--- src/hw/rtl/assert_macros.svh ---
// Assertion macros shared by the transcoder RTL.
// Each macro expands to one labelled concurrent assertion clocked on the given clock.
`ifndef ASSERT_MACROS_SVH
`define ASSERT_MACROS_SVH

// Same-cycle implication, disabled while reset is asserted (active low).
`define ASSERT_IMPL(label, clk, rst_n, ante, cons, msg) \
    label: assert property (@(posedge clk) disable iff (!rst_n) (ante) |-> (cons)) \
        else $error(msg);

// Next-cycle implication, disabled while reset is asserted (active low).
`define ASSERT_NEXT(label, clk, rst_n, ante, cons, msg) \
    label: assert property (@(posedge clk) disable iff (!rst_n) (ante) |=> (cons)) \
        else $error(msg);

`endif

--- src/hw/rtl/u8u16_pkg.sv ---
// Shared types and constants for the UTF-8 to UTF-16 transcoder.
// No dependencies; used by front, queue, back and top level.
`default_nettype none

package u8u16_pkg;

    localparam logic [15:0] REPLACEMENT   = 16'hFFFD;
    localparam logic [15:0] HIGH_SURR     = 16'hD800;
    localparam logic [5:0]  LOW_SURR_HEAD = 6'b110111;
    localparam logic [20:0] PLANE_OFFSET  = 21'h10000;

    // Sequence lengths held in the decoder state.
    localparam logic [2:0] SEQ_NONE = 3'd0;
    localparam logic [2:0] SEQ_TWO  = 3'd2;
    localparam logic [2:0] SEQ_THREE = 3'd3;
    localparam logic [2:0] SEQ_FOUR = 3'd4;

    // One job per input byte that gives units: a run of replacement units,
    // then up to two tail units.
    typedef struct packed {
        logic [2:0]  rep_count;
        logic [1:0]  tail_count;
        logic [15:0] tail0;
        logic [15:0] tail1;
        logic        eot;
    } t_job;

endpackage

`default_nettype wire

--- src/hw/rtl/u8u16_front.sv ---
// Front end: classifies each UTF-8 byte, keeps the sequence state and builds a job.
// Depends on u8u16_pkg and assert_macros.svh.
`default_nettype none
`include "assert_macros.svh"

module u8u16_front (
    input  wire logic              i_clk,
    input  wire logic              i_rst_n,
    input  wire logic              i_accept,
    input  wire logic [7:0]        i_byte,
    input  wire logic              i_eot,
    output u8u16_pkg::t_job        o_job,
    output logic                   o_push
);

    logic [2:0]  r_len;
    logic [1:0]  r_cont;
    logic [20:0] r_accum;
    logic [2:0]  n_len;
    logic [1:0]  n_cont;
    logic [20:0] n_accum;

    logic        fresh;
    logic [1:0]  cont_new;
    logic [20:0] acc_new;
    logic [20:0] plane_val;
    u8u16_pkg::t_job job;

    assign cont_new  = r_cont + 2'd1;
    assign acc_new   = {r_accum[14:0], i_byte[5:0]};
    assign plane_val = acc_new - u8u16_pkg::PLANE_OFFSET;

    always_comb begin
        n_len          = r_len;
        n_cont         = r_cont;
        n_accum        = r_accum;
        fresh          = 1'b1;
        job.rep_count  = 3'd0;
        job.tail_count = 2'd0;
        job.tail0      = 16'd0;
        job.tail1      = 16'd0;
        job.eot        = i_eot;

        if (r_len != u8u16_pkg::SEQ_NONE) begin
            if (i_byte[7:6] == 2'b10) begin
                fresh = 1'b0;
                if (({1'b0, cont_new} + 3'd1) >= r_len) begin
                    if (acc_new[20:16] == 5'd0) begin
                        job.tail_count = 2'd1;
                        job.tail0      = acc_new[15:0];
                    end else begin
                        job.tail_count = 2'd2;
                        job.tail0      = u8u16_pkg::HIGH_SURR + {5'd0, plane_val[20:10]};
                        job.tail1      = {u8u16_pkg::LOW_SURR_HEAD, plane_val[9:0]};
                    end
                    n_len   = u8u16_pkg::SEQ_NONE;
                    n_cont  = 2'd0;
                    n_accum = 21'd0;
                end else begin
                    n_cont  = cont_new;
                    n_accum = acc_new;
                end
            end else begin
                // drop the broken sequence: one unit for the lead, one per continuation
                job.rep_count = 3'd1 + {1'b0, r_cont};
                n_len   = u8u16_pkg::SEQ_NONE;
                n_cont  = 2'd0;
                n_accum = 21'd0;
            end
        end

        if (fresh) begin
            if (i_byte[7] == 1'b0) begin
                job.tail_count = 2'd1;
                job.tail0      = {8'd0, i_byte};
            end else if (i_byte[7:5] == 3'b110) begin
                n_len   = u8u16_pkg::SEQ_TWO;
                n_cont  = 2'd0;
                n_accum = {16'd0, i_byte[4:0]};
            end else if (i_byte[7:4] == 4'b1110) begin
                n_len   = u8u16_pkg::SEQ_THREE;
                n_cont  = 2'd0;
                n_accum = {17'd0, i_byte[3:0]};
            end else if (i_byte[7:3] == 5'b11110) begin
                n_len   = u8u16_pkg::SEQ_FOUR;
                n_cont  = 2'd0;
                n_accum = {18'd0, i_byte[2:0]};
            end else begin
                job.rep_count = job.rep_count + 3'd1;
            end
        end

        // unfinished sequence at end of text
        if (i_eot && (n_len != u8u16_pkg::SEQ_NONE)) begin
            job.rep_count = job.rep_count + 3'd1 + {1'b0, n_cont};
            n_len   = u8u16_pkg::SEQ_NONE;
            n_cont  = 2'd0;
            n_accum = 21'd0;
        end
    end

    always_ff @(posedge i_clk) begin
        if (!i_rst_n) begin
            r_len   <= u8u16_pkg::SEQ_NONE;
            r_cont  <= 2'd0;
            r_accum <= 21'd0;
        end else if (i_accept) begin
            r_len   <= n_len;
            r_cont  <= n_cont;
            r_accum <= n_accum;
        end
    end

    assign o_job  = job;
    assign o_push = i_accept && ((job.rep_count != 3'd0) || (job.tail_count != 2'd0));

    `ASSERT_IMPL(a_cont_below_len, i_clk, i_rst_n, r_len != u8u16_pkg::SEQ_NONE,
        ({1'b0, r_cont} + 3'd1) < r_len, "continuation count reached sequence length")
    `ASSERT_IMPL(a_idle_no_cont, i_clk, i_rst_n, r_len == u8u16_pkg::SEQ_NONE,
        r_cont == 2'd0, "continuation count set with no sequence open")

endmodule

`default_nettype wire

--- src/hw/rtl/u8u16_queue.sv ---
// Short job queue between the front end and the unit expander.
// Depends on u8u16_pkg and assert_macros.svh.
`default_nettype none
`include "assert_macros.svh"

module u8u16_queue #(
    parameter int DEPTH = 4
) (
    input  wire logic              i_clk,
    input  wire logic              i_rst_n,
    input  wire logic              i_push,
    input  wire u8u16_pkg::t_job   i_job,
    input  wire logic              i_pop,
    output u8u16_pkg::t_job        o_job,
    output logic                   o_full,
    output logic                   o_empty
);

    localparam int PTR_W = (DEPTH > 1) ? $clog2(DEPTH) : 1;
    localparam int CNT_W = $clog2(DEPTH + 1);
    localparam logic [PTR_W-1:0] LAST_PTR = PTR_W'(DEPTH - 1);
    localparam logic [CNT_W-1:0] FULL_CNT = CNT_W'(DEPTH);

    u8u16_pkg::t_job r_slots [DEPTH];
    logic [PTR_W-1:0] r_wr_ptr;
    logic [PTR_W-1:0] r_rd_ptr;
    logic [CNT_W-1:0] r_count;

    assign o_full  = (r_count == FULL_CNT);
    assign o_empty = (r_count == '0);
    assign o_job   = r_slots[r_rd_ptr];

    always_ff @(posedge i_clk) begin
        if (i_push) begin
            r_slots[r_wr_ptr] <= i_job;
        end
    end

    always_ff @(posedge i_clk) begin
        if (!i_rst_n) begin
            r_wr_ptr <= '0;
            r_rd_ptr <= '0;
            r_count  <= '0;
        end else begin
            if (i_push) begin
                r_wr_ptr <= (r_wr_ptr == LAST_PTR) ? '0 : r_wr_ptr + 1'b1;
            end
            if (i_pop) begin
                r_rd_ptr <= (r_rd_ptr == LAST_PTR) ? '0 : r_rd_ptr + 1'b1;
            end
            if (i_push && !i_pop) begin
                r_count <= r_count + 1'b1;
            end else if (!i_push && i_pop) begin
                r_count <= r_count - 1'b1;
            end
        end
    end

    `ASSERT_IMPL(a_no_overflow, i_clk, i_rst_n, o_full, !i_push, "push into full job queue")
    `ASSERT_IMPL(a_no_underflow, i_clk, i_rst_n, o_empty, !i_pop, "pop from empty job queue")

endmodule

`default_nettype wire

--- src/hw/rtl/u8u16_back.sv ---
// Back end: expands queued jobs into code units in an output register, one per cycle
// while the output is not stalled. Depends on u8u16_pkg and assert_macros.svh.
`default_nettype none
`include "assert_macros.svh"

module u8u16_back (
    input  wire logic              i_clk,
    input  wire logic              i_rst_n,
    input  wire u8u16_pkg::t_job   i_job,
    input  wire logic              i_job_valid,
    output logic                   o_pop,
    output logic                   o_tvalid,
    input  wire logic              i_tready,
    output logic [15:0]            o_unit,
    output logic                   o_last,
    output logic                   o_done
);

    logic        r_valid;
    logic [15:0] r_unit;
    logic        r_last;
    logic        r_done;
    logic [1:0]  r_idx;

    logic        load;
    logic        at_end;
    logic [2:0]  total;
    logic [15:0] unit;

    assign total  = i_job.rep_count + {1'b0, i_job.tail_count};
    assign at_end = ({1'b0, r_idx} + 3'd1) == total;
    assign load   = !r_valid || i_tready;
    assign o_pop  = load && i_job_valid && at_end;

    always_comb begin
        if ({1'b0, r_idx} < i_job.rep_count) begin
            unit = u8u16_pkg::REPLACEMENT;
        end else if ({1'b0, r_idx} == i_job.rep_count) begin
            unit = i_job.tail0;
        end else begin
            unit = i_job.tail1;
        end
    end

    always_ff @(posedge i_clk) begin
        if (!i_rst_n) begin
            r_valid <= 1'b0;
            r_idx   <= 2'd0;
        end else if (load) begin
            r_valid <= i_job_valid;
            if (i_job_valid) begin
                r_idx <= at_end ? 2'd0 : r_idx + 2'd1;
            end
        end
    end

    always_ff @(posedge i_clk) begin
        if (load && i_job_valid) begin
            r_unit <= unit;
            r_last <= at_end;
            r_done <= at_end && i_job.eot;
        end
    end

    assign o_tvalid = r_valid;
    assign o_unit   = r_unit;
    assign o_last   = r_last;
    assign o_done   = r_done;

    `ASSERT_IMPL(a_idx_in_job, i_clk, i_rst_n, i_job_valid, {1'b0, r_idx} < total,
        "unit index beyond the current job")
    `ASSERT_IMPL(a_done_is_last, i_clk, i_rst_n, r_valid && r_done, r_last,
        "end of text flagged on a unit that does not close its byte")

endmodule

`default_nettype wire

--- src/hw/rtl/utf8_to_utf16_transcoder_top.sv ---
// UTF-8 to UTF-16 transcoder, streaming byte in and 16-bit code unit out. The decoder
// handles each accepted byte combinationally, so a byte can enter on every clock edge;
// the expander that feeds the output register sends out the units of each byte one at
// a time, from 0 to 4 of them (surrogate pairs and replacement bursts). A job queue of
// QUEUE_DEPTH entries sits between the two, and the input ready drops only while that
// queue is full. Depends on u8u16_pkg, u8u16_front, u8u16_queue and u8u16_back.
`default_nettype none

module utf8_to_utf16_transcoder_top #(
    parameter int QUEUE_DEPTH = 4
) (
    input  wire logic        i_clk,
    input  wire logic        i_rst_n,
    input  wire logic        i_s_axis_tvalid,
    output logic             o_s_axis_tready,
    input  wire logic [7:0]  i_s_axis_tdata,   // [7:0] in_byte
    input  wire logic        i_s_axis_tlast,   // end_of_text
    output logic             o_m_axis_tvalid,
    input  wire logic        i_m_axis_tready,
    output logic [15:0]      o_m_axis_tdata,   // [15:0] code_unit
    output logic             o_m_axis_tlast,   // run_last
    output logic             o_m_axis_tuser    // [0] text_done
);

    u8u16_pkg::t_job push_job;
    u8u16_pkg::t_job head_job;
    logic            push;
    logic            pop;
    logic            q_full;
    logic            q_empty;
    logic            accept;

    assign o_s_axis_tready = !q_full;
    assign accept          = i_s_axis_tvalid && !q_full;

    u8u16_front u_front (
        .i_clk    (i_clk),
        .i_rst_n  (i_rst_n),
        .i_accept (accept),
        .i_byte   (i_s_axis_tdata),
        .i_eot    (i_s_axis_tlast),
        .o_job    (push_job),
        .o_push   (push)
    );

    u8u16_queue #(
        .DEPTH (QUEUE_DEPTH)
    ) u_queue (
        .i_clk   (i_clk),
        .i_rst_n (i_rst_n),
        .i_push  (push),
        .i_job   (push_job),
        .i_pop   (pop),
        .o_job   (head_job),
        .o_full  (q_full),
        .o_empty (q_empty)
    );

    u8u16_back u_back (
        .i_clk       (i_clk),
        .i_rst_n     (i_rst_n),
        .i_job       (head_job),
        .i_job_valid (!q_empty),
        .o_pop       (pop),
        .o_tvalid    (o_m_axis_tvalid),
        .i_tready    (i_m_axis_tready),
        .o_unit      (o_m_axis_tdata),
        .o_last      (o_m_axis_tlast),
        .o_done      (o_m_axis_tuser)
    );

endmodule

`default_nettype wire
--- config.mk ---
export PLATFORM = sky130hd
export DESIGN_NAME = utf8_to_utf16_transcoder_top
export DESIGN_NICKNAME = d
export VERILOG_FILES = /design/src/hw/rtl/u8u16_pkg.sv /design/src/hw/rtl/u8u16_front.sv /design/src/hw/rtl/u8u16_queue.sv /design/src/hw/rtl/u8u16_back.sv /design/src/hw/rtl/utf8_to_utf16_transcoder_top.sv
export VERILOG_INCLUDE_DIRS = /design/src /design/src/hw/rtl
export SDC_FILE = /design/constraint.sdc
export NUM_CORES = 1
export LEC_CHECK = 0
export BUFFER_PORTS_ARGS = -buffer_cell sky130_fd_sc_hd__buf_4
export CAP_MARGIN = 10
export CORE_ASPECT_RATIO = 1.2
export CORE_UTILIZATION = 58
export CTS_BUF_LIST = sky130_fd_sc_hd__clkbuf_4 sky130_fd_sc_hd__clkbuf_8
export DETAILED_ROUTE_END_ITERATION = 8
export GPL_TIMING_DRIVEN = 0
export PLACE_DENSITY = 0.79
export SYNTH_ARGS = -nofsm -noshare
export SYNTH_HDL_FRONTEND = slang
export SYNTH_SLANG_ARGS = --single-unit
--- constraint.sdc ---
create_clock -name i_clk -period 4.42 [get_ports i_clk]
set_clock_uncertainty 0.15 [all_clocks]
set_input_delay 0.442 -clock i_clk [delete_from_list [all_inputs] [get_ports i_clk]]
set_output_delay 0.442 -clock i_clk [all_outputs]
set_load 0.005 [all_outputs]
# Word-level counts from Yosys, hierarchy flattened
# Memories as Yosys holds them, arrays and structs flattened. A register that Yosys moved wholly into a read port is not among the register bits.
# Index checks and enable logic that the tools add are counted.
dict set report totals {
  regBits 54
  latchBits 0
  ramBits 152
  mem_bits_ro 0
  input_bits 13
  out_inout_bits 20
  wordCells 114
  memories 1
}
# name depth word_bits read_ports rd_clocked_by_memory_dff write_ports line
set mem_list {}
lappend mem_list {u_queue.r_slots 4 38 1 1 1 u8u16_queue.sv:24} ;# u8u16_pkg::t_job r_slots [DEPTH];
dict set report op_classes {
  addsub 15
  multipliers 0
  div 0
  magnitude_cmp 2
  eq_ne 9
  shifts 0
  mux 52
  n_bitwise 1
  n_reduce_logical 23
}
# cell n
set ops {}
lappend ops {{$mux 21} 10}
lappend ops {{$mux 34} 2}
lappend ops {{$mux 3} 17}
lappend ops {{$mux 37} 1}
lappend ops {{$mux 18} 2}
lappend ops {{$mux 16} 2}
lappend ops {{$mux 2} 14}
lappend ops {{$sub 21x17->21 const B} 1}
lappend ops {{$add 15x12->16 const A} 1}
lappend ops {{$add 3x1->3 const B} 3}
lappend ops {{$reduce_bool 3->1} 3}
lappend ops {{$add 2x1->2 const B} 4}
lappend ops {{$logic_and 1x1->1} 8}
lappend ops {{$add 2x1->3 const B} 2}
lappend ops {{$add 3x2->3} 2}
lappend ops {{$eq 2x2->1 const B} 3}
lappend ops {{$eq 3x3->1 const B} 2}
lappend ops {{$eq 5x5->1 const B} 1}
lappend ops {{$logic_not 1->1} 5}
lappend ops {{$logic_not 5->1} 1}
lappend ops {{$eq 4x4->1 const B} 1}
lappend ops {{$mux 1} 4}
lappend ops {{$reduce_bool 2->1} 2}
lappend ops {{$add 1x2->3 const A} 1}
lappend ops {{other kinds (9)} 10}

# Depth between registers and ports, before layout
# Gate-level depths: netlist (run 1).
dict set report logic_depth {
  word_depth 22
  ltp_mapped 22
  mapped_depth_nobuf 21
}

# By module
# A second synthesis (run 1) with hierarchy kept.
dict set report hier_totals {
  hier_cells 575
  area_unflattened_um2 8778.4
}
# module n_inst cells_each area_each_um2 seq_area_each_um2
set modules_own_cells {}
lappend modules_own_cells {u8u16_queue 1 242 5955.7 4744.6}
lappend modules_own_cells {u8u16_front 1 224 1709.1 400.4}
lappend modules_own_cells {u8u16_back 1 106 1099.8 600.6}
lappend modules_own_cells {utf8_to_utf16_transcoder_top 1 3 13.8 0.0}

# Least setup slack after synthesis (run 1)
# OpenSTA, ideal clock, no wires.
dict set report synth_path {
  path_type {register to register}
  start {register u_front.r_cont[0]}
  end {register u_queue.r_count[2]}
  setup_time_ps 76
  arrival_ps 4573
  required_ps 4194
  slack_ps -379
  stages_incl_launch_ff 23
  n_path_buf 1
  period_less_slack_ps 4799
  path_cell_list {dfxtp_1 clkbuf_1 inv_1 ha_1 xor2_1 ha_1 nand2_1 o2111ai_1 nand2b_1 o21ai_0 nand2_1 ha_1 inv_1 fa_1 nor2_1 and3_1 a211oi_4 ha_1 inv_1 fa_1 xor2_1 or3_1 a21boi_0}
}
dict set report synth_between {
  elab_chain_cells 20
  elab_cells_between_ends 45
  cone_classes {add/sub (6); order compare (1); mux (28); reduce/logical (10)}
}
# item line
set synth_lines {}
lappend synth_lines {{start, declared} u8u16_front.sv:17} ;# logic [1:0] r_cont;
lappend synth_lines {{start signal, assigned} u8u16_front.sv:109} ;# r_cont <= n_cont;
lappend synth_lines {{parallel branches: the longest is 15 deep, another holds $add 1x2->3} n/a}
lappend synth_lines {{$logic_or 1x1->1 (*)} u8u16_front.sv:115} ;# assign o_push = i_accept && ((job.rep_count != 3'd0) || (job.tail_count != 2'd0));
lappend synth_lines {{$logic_and 1x1->1 (*)} u8u16_front.sv:115}
lappend synth_lines {{via push} utf8_to_utf16_transcoder_top.sv:27} ;# logic push;
lappend synth_lines {{$logic_not 1->1} u8u16_queue.sv:53} ;# end else if (!i_push && i_pop) begin
lappend synth_lines {{$logic_and 1x1->1} u8u16_queue.sv:53}
lappend synth_lines {{$reduce_bool 2->1 (no line)} n/a}
lappend synth_lines {{end signal, assigned} u8u16_queue.sv:52} ;# r_count <= r_count + 1'b1;
lappend synth_lines {{end signal, assigned} u8u16_queue.sv:54} ;# r_count <= r_count - 1'b1;
lappend synth_lines {{end, declared} u8u16_queue.sv:27} ;# logic [CNT_W-1:0] r_count;
# Mark *: on every way through the listed nets, which the timed path passes.
# A chain may end at the register's enable or synchronous reset.

# Final worst setup path (run 1)
# Ends and elaborated chain as after synthesis.

==> results of run 1 <==
## power by group through the flow
| stage | sequential (mW) | clock, mW | combinational (mW) |
|---|---|---|---|
| final | 2.21 | 1.19 | 1.31 |
| after global routing | 2.23 | 1.28 | 1.42 |
| after CTS | 2.22 | 1.20 | 1.28 |
| after detailed placement | 2.25 | 0 | 1.26 |
| after global placement | 2.24 | 0 | 1.20 |
| after floorplan | 2.24 | 0 | 0.852 |
## sequential cells by signal (all words and copies together), names as in the netlist, named ones only
register	cells
u_back.o_done	1
u_back.o_last	1
u_back.o_tvalid	1
u_back.o_unit	16
u_back.r_idx	2
u_front.r_accum	15
u_front.r_cont	2
u_front.r_len	3
u_queue.r_count	3
u_queue.r_rd_ptr	2
u_queue.r_slots	132
u_queue.r_wr_ptr	2
## cell usage after synthesis (all sizes together) (2+ instances only)
library cell	n	area [sq um]
a22o	6	52.6
nand2b	2	12.5
nor2b	23	144
xor2	6	52.6
a22oi	16	120
nor2	26	100
mux2i	15	150
a21o	2	15.0
ha	18	225
inv	17	63.8
o211ai	2	15.0
fa	3	60.1
a211oi	6	62.6
a21boi	3	22.5
and3	2	12.5
nand4	3	18.8
edfxtp	150	4500
o21ai	14	73.8
clkbuf	14	52.6
a32oi	3	26.3
nor3	11	70.1
buf	8	42.5
or3	4	25.0
xnor2	5	43.8
nand2	49	186
dfxtp	32	641
nand3	7	35.0
and2	18	113
mux4	33	743
o22ai	2	18.8
a21oi	7	35.0
## layout make-up
class	instances	area, sq um
Buffer	22	106
Clock buffer	17	234
Clock inverter	15	193
Fill cell	899	4300
Inverter	17	68.8
Multi-Input combinational cell	299	2620
Sequential cell	182	5150
Tap cell	168	210
Timing Repair Buffer	40	300
## worst max-delay path, stage by stage (launching register included)
cell,delay [ns]
dfxtp_2,0.36
buf_8,0.13
inv_6,0.04
ha_4,0.23
xor2_1,0.14
ha_1,0.29
nand2_2,0.08
o2111ai_4,0.24
nand2b_4,0.18
o21ai_2,0.06
nand2_1,0.06
ha_2,0.17
inv_2,0.04
fa_1,0.52
nor2_1,0.06
and3_4,0.18
a211oi_4,0.25
ha_2,0.25
inv_2,0.04
fa_2,0.32
xor2_1,0.17
or3_1,0.32
a21boi_1,0.15
## worst min-delay path by stage
stage,start,endpoint,slack (ns),depth (start not counted)
after floorplan,u_queue.r_rd_ptr[0]$_SDFFE_PN0P_,flop,0.31,2
final,i_s_axis_tlast,u_queue.r_slots[0][0]$_DFFE_PP_,0.08,1
after global placement,u_back.o_tvalid$_SDFFE_PN0N_,u_back.o_tvalid$_SDFFE_PN0N_,0.32,2
after detailed placement,u_back.o_tvalid$_SDFFE_PN0N_,u_back.o_tvalid$_SDFFE_PN0N_,0.34,2
after CTS,i_s_axis_tlast,u_queue.r_slots[3][0]$_DFFE_PP_,0.06,1
after global routing,i_s_axis_tlast,u_queue.r_slots[1][0]$_DFFE_PP_,0.06,1
## cells by family (layout without fill, tap and decap cells)
kind of cell	count (synthesis)	in the layout	share of synthesized area, %
AO/OA/AOI/OAI	66	66	6.27
XOR/XNOR	11	11	1.23
adder cells (fa/ha/maj)	21	21	3.65
buffers and inverters	39	111	2.03
flip-flops	182	182	65.7
multiplexers	49	49	11.6
AND/OR/NAND/NOR	148	152	9.51
## what timing repair did
action	4_1_cts	5_1_grt
pin swaps	5	13
endpoints found under the setup margin	134	134
buffers inserted	5	5
cloned	0	4
gates resized for setup	8	12
## per-stage QoR
stage | hold WS (ns) | setup slack, ns | instance area [sq um] | power [mW]
final | 0.0791 | -0.0823 | 8880 | 4.71
after floorplan | 0.310 | 0.0136 | 7860 | 3.09
after global placement | 0.315 | -0.797 | 8300 | 3.44
after global routing | 0.0626 | -0.278 | 8880 | 4.93
after detailed placement | 0.336 | -0.459 | 8300 | 3.51
after CTS | 0.0601 | -0.0991 | 8780 | 4.70
## per-layer routing
| layer | GRT usage [%] | up-vias |
|---|---|---|
| met5 | 0 | - |
| met4 | 12.4 | 0 |
| met3 | 6.24 | 53 |
| met2 | 42.2 | 219 |
| met1 | 30.6 | 2392 |
| li1 | - | 2101 |
==> metrics, run 1 <==
DRT antenna net count 0; Top FF cell, synth edfxtp_1; Die W between 100 and 150 microns; Root Buffer clkbuf_8; Util after Layout 67.4%; Synth Net Count 550; Hold WC Path Type primary input to flop; crit path launch u_front.r_cont[0]$_SDFFE_PN0P_; Avg WL per Cell around 23 microns; Static Leak ~3 nW; Slew HR 27.3%; grt ovf 0; DRT Pass-1 Iters 6; Cells after Synth about 520; Post-synth EDFFs 150; Clock Pin Slew Worst Setup and Hold Paths approximately 0.090 ns; Worst setup EP type flop; DRT iter0 DRCs ~400; pin count of the biggest net entering global routing 34; vias in the first global route about 4700; CTS tree yes; proportion of layout cells with a drive suffix above 1 between 20% and 30%; Core Rows 46; max_cap viols 0; H-tree levels 4; Critical Path AT 4.76 ns; Max Fclk ~220 MHz; Final Critical Period about 4.5 ns; Buffers on Ports 30; worst setup path end u_queue.r_count[2]$_SDFFE_PN0P_; switch share a little under a third; dpl cells about 710; Mapped Area slightly below 0.008 sq mm; most frequent cells in the layout 150 x edfxtp_1, 47 x nand2_1, 42 x buf_4, 33 x mux4_2, 31 x dfxtp_1; Clock Latency Late Sink 0.47 ns; all-layer global routing usage approximately a quarter; post-route clock period utilization 102%; FF-to-FF path depth 22; Inserted Clock Buffers 17; outcome finished, violations left; warnings from Yosys 0; top layer reached by signal wires met4; hold_buf cts 0; DP HPWL between 10000 and 15000 microns; CTS Buffer Depth 2; worst vdd ir 300 uV; first-pass GRT wire length roughly 25000 microns; IO Count 33; GPL Wtd Cong about 0.89; # diodes 0; drt total wl 17200 microns; PwrDens about 530 mW/mm^2; Post-Layout Cell Count 760; DIE AREA around 0.014 sq mm; syn avg cell area 15.2 sq um; metal3 WL between 1000 and 1500 microns; reg2reg start u_front.r_cont[0]$_SDFFE_PN0P_; Area Growth Syn to Fin 13.5%; # nets final around 600; crit path kind flop to flop; final setup violation count 1; slew at the pin closest to its max-slew limit 1.09 ns; residual DRC count 0; routed via count between 4000 and 5000; Int Power 3.29 mW; combinational group share of total power 27.7%; Unique masters post-synth 51; sequential cell fraction of total power 47.0%; Die H 129 microns; startpoint class of the critical path flop; wire length on met2 approximately 8700 microns; most common cell after layout, fill and taps aside edfxtp_1; DR vias/cell between 6 and 7; CTS sink count roughly 180; worst setup margin -0.0823 ns; asr flop ratio synth 0%; Sw Pwr between 1 and 1.5 mW; initial antenna violation count 0; CP max FO 7; met1 wire length ~6500 microns; RSZ-0062 raised after global routing yes; Critical Path RT about 4.7 ns; reg2reg setup slack -0.08 ns; Clk pwr share between 20% and 30%; r2r endpoint u_queue.r_count[2]$_SDFFE_PN0P_; core area 0.0132 sq mm; fin. max-slew vios 0; final hold violations 0; sequential cell area fraction in the yosys report between 60% and 70%; #FFs+latches synth 182; Initial Util between 50% and 60%; Fin Setup TNS -0.0823 ns; failing checks negative setup slack
Note: power is estimated with default switching activity, not from simulation.
==> run 2, diff against run 1 <==
--- a/config.mk
+++ b/config.mk
@@ -9,11 +9,13 @@
 export BUFFER_PORTS_ARGS = -buffer_cell sky130_fd_sc_hd__buf_4
 export CAP_MARGIN = 10
 export CORE_ASPECT_RATIO = 1.2
+export CORE_MARGIN = 2
 export CORE_UTILIZATION = 58
 export CTS_BUF_LIST = sky130_fd_sc_hd__clkbuf_4 sky130_fd_sc_hd__clkbuf_8
 export DETAILED_ROUTE_END_ITERATION = 8
 export GPL_TIMING_DRIVEN = 0
-export PLACE_DENSITY = 0.79
+export PLACE_DENSITY = 0.78
 export SYNTH_ARGS = -nofsm -noshare
 export SYNTH_HDL_FRONTEND = slang
+export SYNTH_HIERARCHICAL = 1
 export SYNTH_SLANG_ARGS = --single-unit
==> run 2 against run 1 <==
  * The flow still finishes with violations (negative setup slack)
  * Register-to-register slack better by 0.04 ns
  * First-iteration DRC count is 51% higher
  * Hold slack better by 0.038 ns
  * Largest cell class unchanged
  * Largest power group unchanged
==> metrics, run 2 <==
Worst setup EP type flop; #FFs+latches synth around 200; Buffers on Ports 32; CTS tree yes; residual DRC count 0; Root Buffer clkbuf_8; PwrDens 519 mW/mm^2; Post-synth EDFFs 170; # nets final roughly 690; Cells after Synth between 500 and 600; Top FF cell, synth edfxtp_1; worst hold endpoint u_queue/r_slots[1][0]$_DFFE_PP_; Unique masters post-synth 59; worst setup margin -0.0417 ns; Clock Pin Slew Worst Setup and Hold Paths approximately 0.07 ns; fin. max-slew vios 0; Post-Synth Simple-Gate Area around a tenth; H-tree levels 1; cell area after layout 0.0101 sq mm; DR vias/cell 5.94; reg2reg start u_front/r_cont[0]$_SDFFE_PN0P_; hold path depth 2; max FFs per register ~150; top-count cell post-synth edfxtp_1; Hold WC Path Type primary input to flop; storage element area ~0.0057 sq mm; most common cell after layout, fill and taps aside edfxtp_1; cell taking the most area after synthesis edfxtp_1; outcome finished, violations left; Post-Synth XOR/XNOR Area between 1 and 1.5%; max_cap viols 0; Util after Layout 67.6%; DRT iter0 DRCs between 500 and 600; Initial Util roughly three fifths; peak per-stage delay on the critical path 0.53 ns; Multi-input gate area approximately 0.0028 sq mm; reg2reg setup slack -0.04 ns; Final Critical Period 4.46 ns; CTS sink count 202; Avg WL per Cell ~22 microns; startpoint class of the critical path flop; DIE AREA about 0.016 sq mm; Post-Layout Cell Count ~880; Inserted Clock Buffers 29; post-route clock period utilization 101%; IO Count 33; Slew HR between 30% and 40%; routed via count roughly 5200; most frequent cells in the layout 170 x edfxtp_1, 50 x buf_4, 46 x nand2_1, 38 x mux4_2, 32 x clkbuf_8; CP max FO 5; core area roughly 0.015 sq mm; DP HPWL roughly 12000 microns; FF-to-FF path depth 21; all-layer global routing usage a little under a quarter; Die H approximately 140 microns; largest family of logic cells by synthesized area multiplexers; Adder-Cell Fraction of Synth Area roughly 3.2%; compound-gate portion of the synthesized area roughly 5.9%; Critical Path AT 4.78 ns; vias in the first global route 5444; GPL Wtd Cong ~0.85; initial antenna violation count 0; first-pass GRT wire length between 20000 and 30000 microns; grt ovf 0; Clock Latency Late Sink about 0.54 ns; Post-synth top cells 170 x edfxtp_1, 46 x nand2_1, 38 x mux4_2, 32 x dfxtp_1, 25 x nor2b_1; asr flop ratio synth 0%; Synth Net Count about 610; final setup violation count 1; Mapped Area slightly below 0.009 sq mm; top post-synthesis cells by area edfxtp_1 58%, mux4_2 9.7%, dfxtp_1 7.3%; Max stage delay cell, worst path fa_1; DRT Pass-1 Iters 5; sequential cell area fraction in the yosys report 65.5%; # diodes 0; pin count of the biggest net entering global routing 39; worst hold margin about 0.12 ns; failing checks negative setup slack; largest reg by FF count u_queue/r_slots; Core Rows a little under 50; final hold violations 0; post-synthesis mux area share between 10% and 20%; syn avg cell area 15.3 sq um; total power approximately 5.2 mW; filler cell count between 1000 and 1500; Static Leak 3.40 nW; RSZ-0062 raised after global routing yes; Die W 116 microns; crit path kind flop to flop; proportion of layout cells with a drive suffix above 1 26.7%; CTS Buffer Depth 3; dpl cells 811; r2r endpoint u_queue/r_count[2]$_SDFFE_PN0P_; Critical Path RT between 4 and 5 ns; Area Growth Syn to Fin 14.8%; post-place instance area 0.00928 sq mm; DRT antenna net count 0; worst vdd ir between 200 and 300 uV; Synth top area share 58.2%; slew at the pin closest to its max-slew limit roughly 1.0 ns; drt total wl 19100 microns; Max Fclk 224 MHz; warnings from Yosys 6; worst path cell trace buf_8 > clkinvlp_4 > ha_4 > xor2_1 > ha_1 > nand2_1 > o21ai_2 > nor4_1 > a21oi_1 > ha_2 > inv_1 > fa_1 > nor2_1 > nand4_1 > o211a_4 > ha_4 > inv_2 > fa_2 > xor2_1 > or3_1 > a21boi_2; start point of the worst min-delay path i_s_axis_tlast
run 2: critical path: cells and delay by family (launching register included):
family	cells	cell delay, ns
compound gates	4	0.87
xor+xnor	2	0.32
fa+ha+maj	6	1.73
buf+inv	4	0.31
flops	1	0.35
simple gates	5	0.67
run 2: metal layers:
layer  vias to the layer above  track usage, %  wire (microns)
met5                         -               0               0
met4                         0            7.71             411
met3                        41            3.02             946
met2                       193            41.3           10200
met1                      2633            30.1            7510
li1                       2363               -               -
run 2: layout make-up:
cell class	count	share of cell area [%]
well taps	204	2.53
plain buffers	32	2.19
multi-input cells	320	27.9
flip-flops and latches	202	57.0
clock inverters	13	0.869
clock buffers	41	5.04
inverters	23	0.894
repair buffers	46	3.50
run 2: worst max-delay path by stage:
stage	from	endpoint
2_1_floorplan	u_front/r_cont[0]$_SDFFE_PN0P_	u_queue/r_count[2]$_SDFFE_PN0P_
3_3_place_gp	u_front/r_cont[0]$_SDFFE_PN0P_	u_queue/r_slots[3][3]$_DFFE_PP_
3_5_place_dp	u_front/r_cont[0]$_SDFFE_PN0P_	u_queue/r_count[2]$_SDFFE_PN0P_
4_1_cts	u_front/r_cont[0]$_SDFFE_PN0P_	u_queue/r_count[2]$_SDFFE_PN0P_
5_1_grt	u_front/r_cont[0]$_SDFFE_PN0P_	u_queue/r_count[2]$_SDFFE_PN0P_
6_report	u_front/r_cont[0]$_SDFFE_PN0P_	u_queue/r_count[2]$_SDFFE_PN0P_
run 2: timing repair:
action,4_1_cts,5_1_grt
buffers inserted,3,8
gates resized for setup,8,15
pin swaps,1,13
endpoints found under the setup margin,155,155
hold buffers,3,0
hold endpoints to repair,3,0
gates cloned,0,3
run 2: power breakdown:
group          leakage [nW]  internal [mW]  switching, mW
Sequential             1.79           2.32         0.0782
Clock                 0.319          0.802          0.677
Combinational          1.29          0.618          0.738
Total                  3.40           3.74           1.49
run 2: cell families (layout without fill, tap and decap cells):
logic type / Yosys count / in the layout
flip-flops: 202 / 202
AND/OR/NAND/NOR: 169 / 172
AO/OA/AOI/OAI: 71 / 71
buffers and inverters: 56 / 155
multiplexers: 45 / 45
adder cells (fa/ha/maj): 21 / 21
XOR/XNOR: 10 / 10
other: 1 / 1
run 2: per-stage QoR:
stage	setup WS, ns	TNS [ns]
2_1_floorplan	0.0514	0
3_3_place_gp	-0.543	-81.20
3_5_place_dp	-0.723	-89.54
4_1_cts	-0.237	-24.38
5_1_grt	-0.200	-0.200
6_report	-0.0417	-0.0417
==> run 3, diff against run 2 <==
--- a/config.mk
+++ b/config.mk
@@ -15,6 +15,7 @@
 export DETAILED_ROUTE_END_ITERATION = 8
 export GPL_TIMING_DRIVEN = 0
 export PLACE_DENSITY = 0.78
+export REMOVE_ABC_BUFFERS = 1
 export SYNTH_ARGS = -nofsm -noshare
 export SYNTH_HDL_FRONTEND = slang
 export SYNTH_HIERARCHICAL = 1
==> run 3 against run 2 <==
  * The run now ends clean
  * Critical path depth down 1
  * Hold slack got worse by 0.097 ns
  * Combinational power is 10% lower
  * Maximum frequency grew 4.2%
  * Total power down 4.4%
  * Clock-buffer cell count fell by 5
  * Worst setup slack improved by 0.18 ns
  * Sequential power increased by 2%
  * Non-clock buffer count is 30 lower
  * Critical path type unchanged
==> metrics, run 3 (same netlist as run 2, synthesis figures left out) <==
metal3 WL 890 microns; Inserted Clock Buffers 29; Die W between 100 and 150 microns; startpoint class of the critical path flop; most common cell after layout, fill and taps aside edfxtp_1; Multi-input gate area 0.00279 sq mm; H-tree levels 1; outcome completed; drt total wl approximately 17000 microns; first-pass GRT wire length around 27000 microns; Worst setup EP type flop; storage element area 0.00576 sq mm; Max Fclk 233 MHz; DRT Pass-1 Iters 5; DIE AREA approximately 0.016 sq mm; top layer reached by signal wires met4; max_cap viols 0; fin. max-slew vios 0; worst setup margin approximately 0.14 ns; vias in the first global route 5233; largest reg by FF count u_queue/r_slots; max FFs per register around 150; # diodes 0; CP max FO 7; Critical Path AT about 4.6 ns; sequential cell fraction of total power 48.8%; combinational group share of total power roughly 24%; Core Rows between 40 and 50; Die H roughly 140 microns; Avg WL per Cell around 20 microns; DP HPWL ~11000 microns; Final Critical Period 4.28 ns; CTS sink count around 200; PwrDens between 500 and 600 mW/mm^2; Root Buffer clkbuf_8; switch share 28.6%; Critical Path RT about 4.7 ns; Area Growth Syn to Fin 12.4%; Sw Pwr approximately 1.4 mW; DR vias/cell approximately 6.0; Clk pwr share 26.9%; crit path kind flop to flop; IO Count 33; Int Power about 3.6 mW; wire length on met2 a little over 9000 microns; post-route clock period utilization 96.9%; Slew HR around 29%; core area roughly 0.015 sq mm; all-layer global routing usage a little over a fifth; final hold violations 0; proportion of layout cells with a drive suffix above 1 around 24%; Buffers on Ports 32; most frequent cells in the layout 170 x edfxtp_1, 46 x nand2_1, 39 x buf_4, 38 x mux4_2, 29 x clkbuf_8; met1 wire length 6570 microns; slew at the pin closest to its max-slew limit 1.07 ns; filler cell count approximately 1000; worst vdd ir approximately 450 uV; CTS Buffer Depth 3; routed via count just over 5000; final setup violation count 0; Clock Latency Late Sink between 0.5 and 0.6 ns; CTS tree yes; DRT iter0 DRCs 386; initial antenna violation count 0; Fin Setup TNS 0 ns; GPL Wtd Cong 0.887; DRT antenna net count 0; pre-CTS WS -1.15 ns; # nets final ~660; residual DRC count 0; total power around 5.0 mW; grt ovf 0; Static Leak 3.29 nW; pin count of the biggest net entering global routing 34; Clock Pin Slew Worst Setup and Hold Paths ~0.060 ns; Initial Util approximately three fifths; Hold WC Path Type primary input to flop
==> run 3: cell count changes in the layout (fill, tap and decap cells not counted), moves of 3 or more <==
cell      delta
and2_2       +3
and2_4       -6
buf_12       +4
buf_2       -12
buf_4       -11
clkbuf_1     -8
clkbuf_8     -3
clkinv_1     +3
dfxtp_1      -3
==> run 3: area by class of cell <==
class	instances	share of cell area, %
flip-flops and latches	202	58.3
multi-input cells	317	28.3
clock buffers	36	4.58
repair buffers	48	4.54
well taps	204	2.59
inverters	23	0.875
clock inverters	17	0.837
==> run 3: worst max-delay path: stages (launching register included) <==
cell and delay [ns]:
dfxtp_4 0.39, inv_2 0.08, ha_4 0.27, xor2_1 0.14, ha_1 0.27, nand2_1 0.08, o21ai_4 0.17, nor4_1 0.08
a21oi_1 0.29, ha_2 0.23, inv_1 0.05, fa_1 0.49, nor2_1 0.05, nand4_1 0.10, o211a_4 0.20, ha_4 0.15
inv_1 0.05, fa_2 0.35, xor2_1 0.16, or3_1 0.31, a21boi_1 0.14
==> run 3: through the flow <==
stage	hold slack (ns)	cell area (sq um)	instances	util, %
finish	0.0200	9870	847	66.2
global route	0.0164	9870	847	66.2
CTS	0.00169	9800	842	65.8
detailed placement	0.358	9190	784	61.7
global placement	0.332	9060	778	60.8
floorplan	0.322	8560	542	-
==> run 3: metal layers <==
metal,GRT usage [%],up-vias
met5,0,-
met4,7.96,0
met3,3.02,41
met2,38.4,198
met1,27.5,2557
li1,-,2302
==> run 3: path summary, 6_finish.rpt <==
check / cells past startpoint / endpoint / from / slack, ns
min: 2 / u_front/r_accum[1]$_SDFFE_PN0P_ / i_s_axis_tdata[1] / 0.02
max reg2reg: 20 / u_queue/r_count[2]$_SDFFE_PN0P_ / u_front/r_cont[0]$_SDFFE_PN0P_ / 0.14
max: 20 / u_queue/r_count[2]$_SDFFE_PN0P_ / u_front/r_cont[0]$_SDFFE_PN0P_ / 0.14
min reg2reg: 2 / u_queue/r_count[2]$_SDFFE_PN0P_ / u_queue/r_count[2]$_SDFFE_PN0P_ / 0.36
==> run 3: power by group through the flow <==
stage	logic (mW)	registers (mW)	clock network, mW
3_5_place_dp	1.12	2.53	0
5_1_grt	1.32	2.47	1.44
4_1_cts	1.21	2.44	1.37
3_3_place_gp	1.09	2.52	0
6_report	1.22	2.44	1.34
2_1_floorplan	0.753	2.49	0
==> run 3: repair_timing <==
item | in CTS | in global routing
hold buffers | 2 | 0
hold endpoints to repair | 2 | 0
pin swaps | 2 | 4
setup endpoints to repair | 245 | 24
gates resized for setup | 9 | 7
buffers inserted | 3 | 5
